--- config.mk ---
export PLATFORM = sky130hd
export DESIGN_NAME = vdf_lane_sq
export DESIGN_NICKNAME = d
export VERILOG_FILES = /design/src/hdl/vdf_pkg.sv /design/src/hdl/vdf_lane_sq.sv
export SDC_FILE = /design/constraint.sdc
export NUM_CORES = 2
export LEC_CHECK = 0
export BUFFER_PORTS_ARGS = -buffer_cell sky130_fd_sc_hd__buf_2
export CORE_AREA = 2 2 264 266
export DETAILED_ROUTE_END_ITERATION = 8
export DIE_AREA = 0 0 266 268
export HOLD_SLACK_MARGIN = 0.03
export PLACE_DENSITY = 0.7
export SYNTH_ARGS = -nofsm -noshare
export SYNTH_HDL_FRONTEND = slang
export SYNTH_SLANG_ARGS = --single-unit
export TNS_END_PERCENT = 30
--- constraint.sdc ---
create_clock -name clk -period 8.9 [get_ports clk]
set_input_delay 0.445 -clock clk [delete_from_list [all_inputs] [get_ports clk]]
set_output_delay 0.445 -clock clk [all_outputs]
set_load 0.005 [all_outputs]
--- src/hdl/vdf_pkg.sv ---
`timescale 1ns / 1ps
`default_nettype none
// ----------------------------------------------------------------------------
// vdf_pkg
// Shared widths, stage indexes and types of the velocity drag force block.
// ----------------------------------------------------------------------------
package vdf_pkg;

  localparam int FRAC_BITS = 16;
  localparam int VEL_W     = 32;
  localparam int COEF_W    = 31;
  localparam int SQ_W      = 2 * VEL_W;
  localparam int ROOT_W    = SQ_W / 2;
  localparam int REM_W     = ROOT_W + 3;
  localparam int KP_W      = COEF_W + ROOT_W;
  localparam int C_W       = KP_W - FRAC_BITS + 1;
  localparam int CHI_W     = C_W - VEL_W;
  localparam int PROD_W    = VEL_W + C_W;
  localparam int A_W       = PROD_W - FRAC_BITS;

  // pipeline stage indexes
  localparam int ST_SUM   = 2;
  localparam int ST_ROOT  = ST_SUM + ROOT_W;
  localparam int ST_KP    = ST_ROOT + 1;
  localparam int ST_C     = ST_KP + 1;
  localparam int ST_OUT   = ST_C + 3;
  localparam int DEPTH    = ST_OUT + 1;

  localparam logic REG_LINEAR = 1'b0;
  localparam logic REG_SQUARE = 1'b1;

  typedef struct packed {
    logic signed [VEL_W-1:0] drag;
    logic                    clip;
  } drag_res_t;

endpackage
`default_nettype wire

--- src/hdl/vdf_lane_sq.sv ---
`timescale 1ns / 1ps
`default_nettype none
// ----------------------------------------------------------------------------
// vdf_lane_sq
// One component lane: magnitude and sign, then the square of the magnitude.
// ----------------------------------------------------------------------------
module vdf_lane_sq import vdf_pkg::*; (
  input  wire logic                    clk,
  input  wire logic                    adv,
  input  wire logic signed [VEL_W-1:0] vel,
  output logic        [VEL_W-1:0]      mag,
  output logic                         neg,
  output logic        [SQ_W-1:0]       sq
);

  always_ff @(posedge clk) begin
    if (adv) begin
      neg <= vel[VEL_W-1];
      // most negative value maps to 2^31, still fits unsigned
      mag <= vel[VEL_W-1] ? VEL_W'(-vel) : VEL_W'(vel);
      sq  <= SQ_W'(mag) * SQ_W'(mag);
    end
  end

endmodule
`default_nettype wire

==> flow_summary.yaml <==
clocking:
  cts.clk_slew.worst_paths_ns: 0.09
  cts_htree_levels: 3
  cts.sink_count: 96
  tritoncts: "built"
  clk_latency_ns: 0.38
  cts_buffers: 9
  cts_hold_buffers: 0
  clockRootBuffer: "clkbuf_16"
  clk_path_buf_depth: 2
timing:
  layout_min_cycle_time_ns: 8.50
  setup_tns_ns: 0
  slew_violations: 0
  tightest_slew_ns: 1.28
  max-slew-margin-rel: 0.145
  fmax_ghz: 0.118
  rsz0062_at_grt: "no"
  fin_hold_ws_ns: 0.297
  setup_violations: 0
  post-route-period-util: 0.955
  hold_viol_final: 0
  skew_ns: 0.0242
die:
  die_x_um: 266
  coreArea_mm2: 0.0682
  start_util: 0.486
  ioPinCount: 131
  rows: 96
  dieArea_mm2: 0.0713
  die_y_um: 268
critical_path:
  reg2reg_setup_slack_ns: 0.40
  critPathArrivalTime_ns: 8.63
  rr_endpoint: "sq[58]"
  crit_path_end_kind: "register"
  crit_path_max_fanout: 7
  startpoint_type: "register"
  worst_ep_required_time_ns: 9.03
  critical_path_class: "reg -> reg"
  crit_start: "mag[24]"
  cp-endpoint: "sq[58]"
  reg2reg_depth: 24
  r2r_start: "mag[24]"
logic_synthesis:
  ys_ff_latch: 96
  yosys.area.top_type_share: 0.478
  syn-num-nets: 4551
  yosysWarningCount: 0
  ys_top_cells_by_count: "inv_1 (964), fa_1 (792), nand2_1 (305)"
  yosys.area.top_type: "fa_1"
  ys.flop_type: "edfxtp_1"
  synth_area_leaders: "fa_1 (48%), ha_1 (11%), inv_1 (11%), edfxtp_1 (8.7%), and2_1 (4.4%)"
  netlist_area_mm2: 0.0331
  async_flop_share: 0
  ys_types: 60
  synth_area_per_cell_um2: 9.68
  syn_inst: 3423
  yosysSeqAreaShare: 0.0870
  synth-edff-count: 96
  yosysMostFrequentCell: "inv_1"
run_status:
  status: "complete, no violations"
drt:
  ant_nets: 0
  first_pass_iters: 7
  drc: 0
  drt-total-wl_um: 88400
  wl_per_cell_um: 20.2
  vias: 23108
  routed_via_density: 5.27
  drtIter0Drc: 1459
global_route:
  grt_use_met2: 0.441
  gr-usage-all-layers: 0.262
  use_met1: 0.329
  busiest_layer: "met2"
  gr-usage-met3: 0.0441
  antenna_found_initial: 3
  first_global_vias: 25489
  grt_max_degree: 71
  gr-total-overflow: 0
  grt_pass1_wl_um: 142000
layout:
  fin_area_mm2: 0.0353
  num_antenna_cells: 0
  area_growth_pct: 6.53
  layout.nets: 4625
  drive_gt1_frac: 0.0700
  fin_util: 0.517
placement:
  port_buffers: 129
  gp_congestion: 0.981
  dpl_cell_area_mm2: 0.0350
  dp_hpwl_um: 74700
hold_path:
  hold_class: "in -> reg"
job:
  drv_cap: 0
==> critical path, cell delays in order (launching register included) <==
cell and delay, ns:
edfxtp_1 0.68, inv_1 0.41, nor2_1 0.47, fa_1 0.52
fa_1 0.49, fa_1 0.55, inv_1 0.06, fa_1 0.48
inv_1 0.05, fa_1 0.48, fa_1 0.50, fa_1 0.49
inv_1 0.05, fa_1 0.47, inv_1 0.04, ha_1 0.39
nand2_1 0.14, or3_1 0.43, or4_1 0.44, nor2_1 0.11
a21oi_1 0.05, o21ai_1 0.28, a21oi_1 0.27, o21ai_0 0.27
xnor2_1 0.10
==> worst min-delay path by stage <==
| stage | start | endpoint | slack, ns | cells past startpoint |
|---|---|---|---|---|
| finish | vel[0] | mag[0] | 0.30 | 1 |
| floorplan | vel[0] | mag[0] | 0.54 | 0 |
| detailed placement | vel[0] | mag[0] | 0.68 | 1 |
| CTS | vel[0] | mag[0] | 0.28 | 1 |
| global route | vel[0] | mag[0] | 0.30 | 1 |
| global placement | vel[0] | mag[0] | 0.68 | 1 |
==> per-layer routing <==
layer / routed length [µm] / vias up / part of all wire
li1: - / 10241 / -
met1: 33800 / 11828 / 0.38
met2: 43300 / 837 / 0.49
met3: 6200 / 200 / 0.070
met4: 5070 / 2 / 0.057
met5: 13 / - / 0.00015
==> cell usage in the layout, fill, tap and decap left out, types with 6 or more instances in the layout <==
cell type  instances
inv_1            964
fa_1             792
nand2_1          305
ha_1             302
and2_1           232
buf_2            128
edfxtp_1          96
nor2_1            84
a21oi_1           84
xnor2_1           77
buf_4             65
xor2_1            55
o21ai_0           51
a21o_1            34
nand4_1           23
nand3_1           19
nor2b_1           16
o21bai_1          15
a31oi_1           12
a31o_2            11
or2_2             10
nand2b_1          10
nor3_1            10
o21a_1             9
clkbuf_16          9
and3_1             8
a211oi_1           7
o31ai_1            6
buf_12             6
==> metrics by stage <==
stage	worst slack, ns	cells
after floorplan	1.27	3423
after global placement	0.590	4365
after detailed placement	0.477	4365
after CTS	0.478	4381
after global routing	0.0227	4384
final	0.404	4384
==> kinds of logic (layout without fill, tap and decap cells) <==
kind of cell | Yosys count | count (layout) | share of synthesized area
adder cells (fa/ha/maj) | 1094 | 1094 | 0.592
AO/OA/AOI/OAI | 265 | 265 | 0.0510
flip-flops | 96 | 96 | 0.0870
XOR/XNOR | 132 | 132 | 0.0349
AND/OR/NAND/NOR | 731 | 731 | 0.109
other | 1 | 1 | 0.000113
multiplexers | 3 | 3 | 0.000944
buffers and inverters | 1101 | 1180 | 0.125
==> state kept, by name, summed over array words and instances, names as in the netlist <==
| signal | flops |
|---|---|
| sq | 63 |
| mag | 32 |
| neg | 1 |
==> final cells by class <==
class | count | area, µm²
clock buffers | 9 | 225
well taps | 882 | 1100
flip-flops and latches | 96 | 2880
inverters | 965 | 3620
clock inverters | 7 | 97.6
fillers | 6172 | 32900
repair buffers | 199 | 1250
multi-input cells | 2226 | 26100
==> timing repair <==
item	4_1_cts	5_1_grt
gates resized for setup	0	1
setup buffers	0	3
endpoints found under the hold margin	0	0
setup endpoints to repair	0	2
Power is left out: the tool's default activity adds up to more than one toggle a clock period on the data nets, which glitch-free logic cannot reach.
