[src/hdl/vdf_pkg.sv]
`timescale 1ns / 1ps
`default_nettype none
// ----------------------------------------------------------------------------
// vdf_pkg
// Shared widths, stage indexes and types of the velocity drag force block.
// ----------------------------------------------------------------------------
package vdf_pkg;

  localparam int FRAC_BITS = 16;
  localparam int VEL_W     = 32;
  localparam int COEF_W    = 31;
  localparam int SQ_W      = 2 * VEL_W;
  localparam int ROOT_W    = SQ_W / 2;
  localparam int REM_W     = ROOT_W + 3;
  localparam int KP_W      = COEF_W + ROOT_W;
  localparam int C_W       = KP_W - FRAC_BITS + 1;
  localparam int CHI_W     = C_W - VEL_W;
  localparam int PROD_W    = VEL_W + C_W;
  localparam int A_W       = PROD_W - FRAC_BITS;

  // pipeline stage indexes
  localparam int ST_SUM   = 2;
  localparam int ST_ROOT  = ST_SUM + ROOT_W;
  localparam int ST_KP    = ST_ROOT + 1;
  localparam int ST_C     = ST_KP + 1;
  localparam int ST_OUT   = ST_C + 3;
  localparam int DEPTH    = ST_OUT + 1;

  localparam logic REG_LINEAR = 1'b0;
  localparam logic REG_SQUARE = 1'b1;

  typedef struct packed {
    logic signed [VEL_W-1:0] drag;
    logic                    clip;
  } drag_res_t;

endpackage
`default_nettype wire

[src/hdl/vdf_lane_out.sv]
`timescale 1ns / 1ps
`default_nettype none
// ----------------------------------------------------------------------------
// vdf_lane_out
// One component lane: |v|*c split in two products, recombine, scale,
// negate and saturate. The last stage is the output register.
// ----------------------------------------------------------------------------
module vdf_lane_out import vdf_pkg::*; (
  input  wire logic             clk,
  input  wire logic             adv,
  input  wire logic [VEL_W-1:0] mag,
  input  wire logic             neg,
  input  wire logic [C_W-1:0]   coef,
  output drag_res_t             res
);

  logic [2*VEL_W-1:0]       p_lo;
  logic [VEL_W+CHI_W-1:0]   p_hi;
  logic                     neg_a;
  logic [PROD_W-1:0]        prod;
  logic                     neg_b;
  logic [A_W-1:0]           a_full;
  logic [A_W-1:0]           limit;
  logic [A_W-1:0]           a_sat;
  logic                     sat;

  assign a_full = prod[PROD_W-1:FRAC_BITS];
  // drag is positive when v is negative
  assign limit  = neg_b ? A_W'(33'h07FFF_FFFF) : A_W'(33'h080000000);
  assign sat    = a_full > limit;
  assign a_sat  = sat ? limit : a_full;

  always_ff @(posedge clk) begin
    if (adv) begin
      p_lo  <= (2*VEL_W)'(mag) * (2*VEL_W)'(coef[VEL_W-1:0]);
      p_hi  <= (VEL_W+CHI_W)'(mag) * (VEL_W+CHI_W)'(coef[C_W-1:VEL_W]);
      neg_a <= neg;
      prod  <= {p_hi, {VEL_W{1'b0}}} + PROD_W'(p_lo);
      neg_b <= neg_a;
      res.clip <= sat;
      res.drag <= neg_b ? a_sat[VEL_W-1:0] : VEL_W'(-a_sat[VEL_W-1:0]);
    end
  end

endmodule
`default_nettype wire

[config.mk]
export PLATFORM = sky130hd
export DESIGN_NAME = vdf_lane_out
export DESIGN_NICKNAME = d
export VERILOG_FILES = /design/src/hdl/vdf_pkg.sv /design/src/hdl/vdf_lane_out.sv
export SDC_FILE = /design/constraint.sdc
export NUM_CORES = 2
export LEC_CHECK = 0
export BUFFER_PORTS_ARGS = -buffer_cell sky130_fd_sc_hd__buf_2
export CORE_ASPECT_RATIO = 1.5
export CORE_UTILIZATION = 60
export CTS_CLUSTER_DIAMETER = 200
export DETAILED_ROUTE_END_ITERATION = 10
export PLACE_DENSITY_LB_ADDON = 0.05
export SLEW_MARGIN = 30
export SYNTH_ARGS = -nofsm -noshare
export SYNTH_HDL_FRONTEND = slang
export SYNTH_SLANG_ARGS = --single-unit
[constraint.sdc]
create_clock -name clk -period 14.3 [get_ports clk]
set_clock_uncertainty 0.1 [all_clocks]
set_input_delay 1.43 -clock clk [delete_from_list [all_inputs] [get_ports clk]]
set_output_delay 1.43 -clock clk [all_outputs]
set_load 0.01 [all_outputs]
==> reports/results.txt <==
Worst reg2reg setup slack - 7.28 ns
Main synth FF type - edfxtp_1
Worst-margin pin slew - 1.11 ns
Half-perimeter wire length after placement - 129000 µm
Synth Instances - 6143
Reg2reg end - res[17]
Largest family of logic cells by synthesized area - adder cells
Die W - 255 µm
Top post-synthesis cells by area - fa_1, edfxtp_1, ha_1
CTS resizes - 0
CP bufs+invs - 7
YS warnings - 0
Routability cong. - 0.938
Cell Area, Synth - 0.0578 mm²
Synth Area in Compound Gates - 0.0538
Final ANT Viol Nets - 0
Crit path max-delay cell type - nor4_1
Status - completed
Element type at the critical path end - flip-flop
Crit-path max cell delay - 0.86 ns
Setup TNS - 0 ns
Synth Net Count - 7985
Seq/Total Area, Yosys - 0.101
Post-Synth Simple-Gate Area - 0.165
Initial antenna violation count - 13
Crit Path Max Fanout - 35
R2r startpoint - neg_b
Synth Area in XOR/XNOR - 0.0208
Ratio of final minimum period to clock period - 0.698
Htree depth - 4
RSZ-0062 raised after global routing - no
Yosys top cell area share - 0.455
I/O Buffers - 115
Final #Nets - 7831
Crit path top cell by count - fa_1
Cell Rows - 139
Fin crit period - 9.98 ns
Largest net degree at the start of global routing - 108
Post-synth EDFFs - 195
Synth unique cells - 81
Total CTS buffers - 17
Post-CTS setup repair buffer count - 0
Die H - 382 µm
Max_cap viols - 0
Final hold vios - 0
Longest Clk Path Bufs - 2
Ys async rst share - 0
Crit-path leading delay family - adder cells
Cell depth of the worst flop-to-flop path - 18
Global route overflow - 0
Area share of fa/ha/maj cells after synthesis - 0.551
Worst slew margin - 0.257
Yosys reg bits - 195
Cell taking the most area after synthesis - fa_1
CTS Sinks - 195
First-pass GRT wire length - 264000 µm
Hold Path Class - reg2reg
Routed vias - 42000
WL/cell - 23.3 µm
Required time worst endpoint - 14.45 ns
Hold buffer count at cts - 0
CP arrival - 10.13 ns
DRT Wirelength - 169000 µm
Drt initial violations - 2614
Crit path to - p_lo[63]
# fillers - 8324
Initial Util - 0.604
Die ar. - 0.0976 mm²
CTS tree - yes
Vias per cell - 5.77
Layout cells sized above 1 - 0.0378
Critical Path Start Type - input port
Number of global-route vias before repair - 46200
DRC errors left - 0
Clk root buf - clkbuf_16
WP depth - 27
P&R area growth vs syn - 3.31%
Beginning of the critical path - mag[12]
Max Clk Rate - 100 MHz
Io pins - 116
Critical path class - in2reg
Max-slew violations - 0
Mapped Avg Cell Area - 9.41 µm²
CORE AREA - 0.0957 mm²
Worst skew pair latency - 0.49 ns
TritonRoute pass-1 iters - 5
GRT Overall Usage - 0.363
Mux cell area share after synthesis - 0.00158
Clock slew at reported path FFs - 0.09 ns
Final setup viols - 0
state kept, by name, summed over array words and instances (netlist names):
name   cells
prod      64
p_lo      48
res       33
neg_a      1
neg_b      1
p_hi      48
area by class of cell:
type,count,area (µm²),share of cell area
diodes,4,10.0,0.000168
clock buffers,17,425,0.00712
clock inverters,15,186,0.00312
well taps,1269,1590,0.0266
flip-flops and latches,195,5860,0.0980
repair buffers,160,923,0.0155
inverters,1304,4890,0.0819
multi-input cells,4311,45800,0.768
metrics by stage:
step / area, µm² / instances / hold slack, ns / setup slack, ns / util
detailed placement: 59100 / 7239 / 0.305 / 3.76 / 0.617
finish: 59700 / 7275 / 0.321 / 4.32 / 0.624
floorplan: 57800 / 6143 / 0.300 / 5.63 / -
CTS: 59700 / 7271 / 0.322 / 4.31 / 0.624
global placement: 59100 / 7238 / 0.300 / 3.93 / 0.617
global route: 59700 / 7271 / 0.325 / 3.95 / 0.624
logic make-up (layout without fill, tap and decap cells):
| logic type | count (synthesis) | count (layout) |
|---|---|---|
| AOI/OAI and AO/OA | 477 | 477 |
| xor gates and xnor gates | 137 | 137 |
| adders and majority gates | 1759 | 1759 |
| buffers and inverters | 1637 | 1496 |
| DFF | 195 | 195 |
| muxes | 9 | 9 |
| other | 0 | 4 |
| and+or+nand+nor | 1929 | 1929 |
worst min-delay path by stage:
stage	end	slack, ns	depth (start not counted)	startpoint
floorplan	neg_b	0.30	0	neg_a
global placement	prod[27]	0.30	0	p_lo[27]
detailed placement	prod[30]	0.31	0	p_lo[30]
CTS	neg_b	0.32	0	neg_a
global route	prod[28]	0.33	0	p_lo[28]
finish	neg_b	0.32	0	neg_a
cells in the mapped netlist (26+ instances only):
cell,number
o21ai_0,74
xor2_1,47
nor3_1,36
nand3_1,26
clkbuf_1,324
xnor2_1,90
and2_1,698
nand2_1,937
fa_1,1314
a21o_1,85
edfxtp_1,195
ha_1,445
nor2_1,86
a21oi_1,129
nand4_1,29
inv_1,1303
o21ai_1,27
layout by cell type (no fill, tap or decap), types with 86 or more instances in the layout:
cell      count
nor2_1       86
a21oi_1     129
and2_1      698
ha_1        445
nand2_1     937
edfxtp_1    195
fa_1       1314
buf_2       115
inv_1      1303
metal layers:
layer,vias up,share of wire,global-route usage
met2,1552,0.51,0.638
met4,8,0.10,0.305
met5,-,0.00031,0
met1,21800,0.33,0.385
li1,18100,-,-
met3,588,0.057,0.0516
Power is not shown: default switching activity piles up to over one toggle a cycle in this logic, so the estimate is an artifact.
