==> config.mk <==
export PLATFORM = sky130hd
export DESIGN_NAME = vdf_sqrt
export DESIGN_NICKNAME = d
export VERILOG_FILES = /design/src/hdl/vdf_pkg.sv /design/src/hdl/vdf_sqrt.sv
export SDC_FILE = /design/constraint.sdc
export NUM_CORES = 2
export LEC_CHECK = 0
export BUFFER_PORTS_ARGS = -buffer_cell sky130_fd_sc_hd__buf_2
export CAP_MARGIN = 20
export CORE_MARGIN = 4
export CORE_UTILIZATION = 69
export DETAILED_ROUTE_END_ITERATION = 8
export PLACE_DENSITY = 0.95
export SLEW_MARGIN = 20
export SYNTH_ARGS = -nofsm -noshare
export SYNTH_HDL_FRONTEND = slang
export SYNTH_MEMORY_MAX_BITS = 65536
export SYNTH_SLANG_ARGS = --single-unit
==> constraint.sdc <==
create_clock -name clk -period 6.71 [get_ports clk]
set_input_delay 0.3355 -clock clk [delete_from_list [all_inputs] [get_ports clk]]
set_output_delay 0.3355 -clock clk [all_outputs]
set_load 0.01 [all_outputs]
==> src/hdl/vdf_pkg.sv <==
`timescale 1ns / 1ps
`default_nettype none
// ----------------------------------------------------------------------------
// vdf_pkg
// Shared widths, stage indexes and types of the velocity drag force block.
// ----------------------------------------------------------------------------
package vdf_pkg;

  localparam int FRAC_BITS = 16;
  localparam int VEL_W     = 32;
  localparam int COEF_W    = 31;
  localparam int SQ_W      = 2 * VEL_W;
  localparam int ROOT_W    = SQ_W / 2;
  localparam int REM_W     = ROOT_W + 3;
  localparam int KP_W      = COEF_W + ROOT_W;
  localparam int C_W       = KP_W - FRAC_BITS + 1;
  localparam int CHI_W     = C_W - VEL_W;
  localparam int PROD_W    = VEL_W + C_W;
  localparam int A_W       = PROD_W - FRAC_BITS;

  // pipeline stage indexes
  localparam int ST_SUM   = 2;
  localparam int ST_ROOT  = ST_SUM + ROOT_W;
  localparam int ST_KP    = ST_ROOT + 1;
  localparam int ST_C     = ST_KP + 1;
  localparam int ST_OUT   = ST_C + 3;
  localparam int DEPTH    = ST_OUT + 1;

  localparam logic REG_LINEAR = 1'b0;
  localparam logic REG_SQUARE = 1'b1;

  typedef struct packed {
    logic signed [VEL_W-1:0] drag;
    logic                    clip;
  } drag_res_t;

endpackage
`default_nettype wire

==> src/hdl/vdf_sqrt.sv <==
`timescale 1ns / 1ps
`default_nettype none
// ----------------------------------------------------------------------------
// vdf_sqrt
// Pipelined restoring integer square root, one root bit per stage.
// ----------------------------------------------------------------------------
module vdf_sqrt import vdf_pkg::*; (
  input  wire logic              clk,
  input  wire logic              adv,
  input  wire logic [SQ_W-1:0]   rad,
  output logic      [ROOT_W-1:0] root
);

  logic [REM_W-1:0]  rem_q  [ROOT_W];
  logic [ROOT_W-1:0] root_q [ROOT_W];
  logic [SQ_W-1:0]   n_q    [ROOT_W];

  for (genvar j = 0; j < ROOT_W; j++) begin : g_stage
    logic [REM_W-1:0]  rem_in;
    logic [ROOT_W-1:0] root_in;
    logic [SQ_W-1:0]   n_in;
    logic [REM_W-1:0]  rem_sh;
    logic [REM_W-1:0]  trial;

    if (j == 0) begin : g_first
      assign rem_in  = '0;
      assign root_in = '0;
      assign n_in    = rad;
    end else begin : g_next
      assign rem_in  = rem_q[j-1];
      assign root_in = root_q[j-1];
      assign n_in    = n_q[j-1];
    end

    assign rem_sh = {rem_in[REM_W-3:0], n_in[SQ_W-1:SQ_W-2]};
    assign trial  = REM_W'({root_in, 2'b01});

    always_ff @(posedge clk) begin
      if (adv) begin
        n_q[j] <= {n_in[SQ_W-3:0], 2'b00};
        if (rem_sh >= trial) begin
          rem_q[j]  <= rem_sh - trial;
          root_q[j] <= {root_in[ROOT_W-2:0], 1'b1};
        end else begin
          rem_q[j]  <= rem_sh;
          root_q[j] <= {root_in[ROOT_W-2:0], 1'b0};
        end
      end
    end
  end

  assign root = root_q[ROOT_W-1];

endmodule
`default_nettype wire

==> metrics.md <==
| Metric | Value |
|---|---|
| Status | finished with violations |
| Failing checks | DRC |
| Sw power | 13100 uW |
| DRT Pass-1 Iters | 9 |
| Share of power burned in registers | 47.5% |
| Critical register-to-register path startpoint | rem_q[0][187]$_DFFE_PP_ |
| Die Y | 419 um |
| Final ANT Viol Nets | 0 |
| Area post-placement | 120000 sq um |
| Synth warn | 0 |
| Congestion Overflow GR | 0 |
| Most common cell in the netlist | edfxtp_1 |
| # IOs | 98 |
| Die width | 419 um |
| Final hold violations | 0 |
| Leak | 0.0490 uW |
| Number of CTS-inserted buffers | 238 |
| Max H-tree Level | 4 |
| Hold path start | rad[56] |
| Final setup viols | 0 |
| Cell taking the most area after synthesis | edfxtp_1 |
| Critical path arrival | 5270 ps |
| R2R depth | 9 |
| Die Area | 176000 sq um |
| Clock tree buffer depth | 3 |
| CTS tree | built |
| Core Region | 168000 sq um |
| # Max-Cap Violations | 0 |
| Row count | 150 |
| WP data required | 7300 ps |
| Fin worst setup slack | 2030 ps |
| Slew HR | 22.6% |
| # DRC | 4 |
| Crit end category | flip-flop |
| Initial antenna violation count | 2 |
| P_int | 31800 uW |
| Worst-Skew Late Latency | 870 ps |
| RSZ-0062 raised after global routing | no |
| Layout overhead on the synthesized area | 10.1% |
| Hold Path Class | input port to flip-flop |
| Fmax | 214 MHz |
| Nets | 9967 |
| Period utilisation layout | 69.8% |
| Mapped Area | 117000 sq um |
| Via count | 74500 |
| Iteration-0 DRC Markers | 8996 |
| Asr flop ratio synth | 0% |
| Finished Layout Cells | 11800 |
| Area contributors post-synth | edfxtp_1 64%, ha_1 6.0%, xor2_1 3.2% |
| WL per Instance | 21.6 um |
| Worst Max-Slew Pin Slew | 1150 ps |
| Root buf cell | clkbuf_16 |
| Vias in the first global route | 73500 |
| Initial core utilization | 69.6% |
| Worst slack at placement | 2180 ps |
| Top fanout value on the critical path | 19 |
| RD Place Congestion | 0.962 |
| Most used flip-flop cell after synthesis | edfxtp_1 |
| Global-route wire length before repair | 401 mm |
| Register area share after synthesis | 64.2% |
| CTS clock-pin slew for the worst setup and hold paths | 70 ps |
| Yosys reg bits | 2494 |
| Share of layout cells above drive strength 1 | 6.91% |
| Setup tns final | 0 ps |
| Worst R2R Setup Slack | 2030 ps |
| WHS Endpoint | n_q[0][56]$_DFFE_PP_ |
| DRT Wirelength | 254 mm |
| Fin crit period | 4680 ps |
| Post-synth top cells | 2493 x edfxtp_1, 694 x inv_1, 676 x nand2_1, 562 x ha_1, 534 x o21ai_0 |
| WS Path Type | flip-flop to flip-flop |
| Dpl hpwl | 173 mm |
| Hold depth | 2 |
| Power Density | 349 nW/um^2 |
| Worst vdd ir | 0.283 mV |
| Synth Instances | 9106 |
| Largest net degree at the start of global routing | 199 |
| Clock power share | 30.6% |
| Slew Viols, Final | 0 |
| Switching share of total power | 29.2% |
| Syn avg cell area | 12.8 sq um |
| Vias per cell | 6.34 |
| Final Util | 76.7% |
| Yosys top cell area share | 64.2% |
| R2R Path End | rem_q[0][224]$_DFFE_PP_ |
| Gate power share | 21.9% |
| Dpl cells | 11200 |
| Sink Count | 2494 |
| Post-synth EDFFs | 2493 |
| Total global-route track usage | 28.9% |
| PortBufs | 97 |
| Final Skew | 42.1 ps |
| Worst Setup Start Kind | flip-flop |
| Fin area | 128000 sq um |
| Syn_nets | 9734 |
| Netlist cell types | 86 |
==> layout by cell type, fill, tap and decap left out, drive strengths merged, types with 253 or more instances in the layout <==
cell,netlist,routed
xor2,426,426
a21oi,467,467
inv,695,704
nor3,253,253
o21ai,538,538
xnor2,390,390
nand2,676,676
nor2,521,521
edfxtp,2493,2493
clkbuf,208,285
ha,562,562
==> sequential cells by signal, indices dropped and copies added, names as in the netlist <==
signal,cells
rem_q,974
root_q,528
n_q,992
==> worst max-delay path, cell delays in order, from the launching register on <==
cell       delay (ps)
edfxtp_1          450
or4_1             580
or4_1             560
or4b_4            590
nor4_2            340
nor4b_2           370
nand4_2           460
nand4bb_1         690
nor2_1            160
xor2_1            190
==> cells by family after synthesis <==
| kind of cell | after synthesis | share of synthesized area, % |
|---|---|---|
| AO/OA/AOI/OAI | 1769 | 9.42 |
| XOR/XNOR | 816 | 6.12 |
| adder cells (fa/ha/maj) | 562 | 6.03 |
| buffers and inverters | 917 | 2.95 |
| flip-flops | 2494 | 64.2 |
| multiplexers | 75 | 0.715 |
| AND/OR/NAND/NOR | 2473 | 10.6 |
==> stage by stage <==
stage,total power (uW),hold slack [ps]
6_report,44800,158
5_1_grt,46900,135
4_1_cts,44800,95.7
3_5_place_dp,31000,405
3_3_place_gp,30600,400
2_1_floorplan,28100,400
==> worst max-delay path by stage <==
stage | start | end | slack [ps]
finish | rem_q[0][187]$_DFFE_PP_ | rem_q[0][224]$_DFFE_PP_ | 2030
global route | rem_q[0][187]$_DFFE_PP_ | rem_q[0][224]$_DFFE_PP_ | 1770
CTS | rem_q[0][187]$_DFFE_PP_ | rem_q[0][236]$_DFFE_PP_ | 2100
detailed placement | rem_q[0][187]$_DFFE_PP_ | rem_q[0][236]$_DFFE_PP_ | 2180
global placement | rem_q[0][187]$_DFFE_PP_ | rem_q[0][236]$_DFFE_PP_ | 2320
floorplan | rem_q[1][141]$_DFFE_PP_ | rem_q[1][193]$_DFFE_PP_ | 2980
==> timing repair <==
action,4_1_cts,5_1_grt
buffers inserted,0,0
endpoints found under the setup margin,0,0
endpoints found under the hold margin,111,0
resized for setup,0,0
hold buffers,66,0
==> power groups by stage <==
| stage | Sequential, uW | Combinational (uW) | Clock [uW] |
|---|---|---|---|
| finish | 21300 | 9820 | 13700 |
| detailed placement | 21500 | 9470 | 0 |
| global route | 21400 | 10800 | 14600 |
| CTS | 21300 | 9660 | 13900 |
| floorplan | 20900 | 7290 | 0 |
| global placement | 21500 | 9130 | 0 |
==> layout make-up <==
cell class                 instances  area (sq um)
sequential                      2494         74900
fill                            9564         39100
multi-input combinational       5695         38500
clock buffer                     285          6170
tap                             2204          2760
inverter                         697          2620
clock inverter                   164          1870
timing repair buffer             213          1660
antenna                            2          5.00
==> routing by layer <==
| metal | track usage (%) | routed length [um] | vias up |
|---|---|---|---|
| met5 | 0 | 0 | - |
| met4 | 11.6 | 10800 | 0 |
| met3 | 3.93 | 17100 | 795 |
| met2 | 49.6 | 127000 | 3540 |
| met1 | 37.6 | 99300 | 35900 |
| li1 | - | - | 34200 |
No activity file was read; power rests on OpenSTA's default activity.
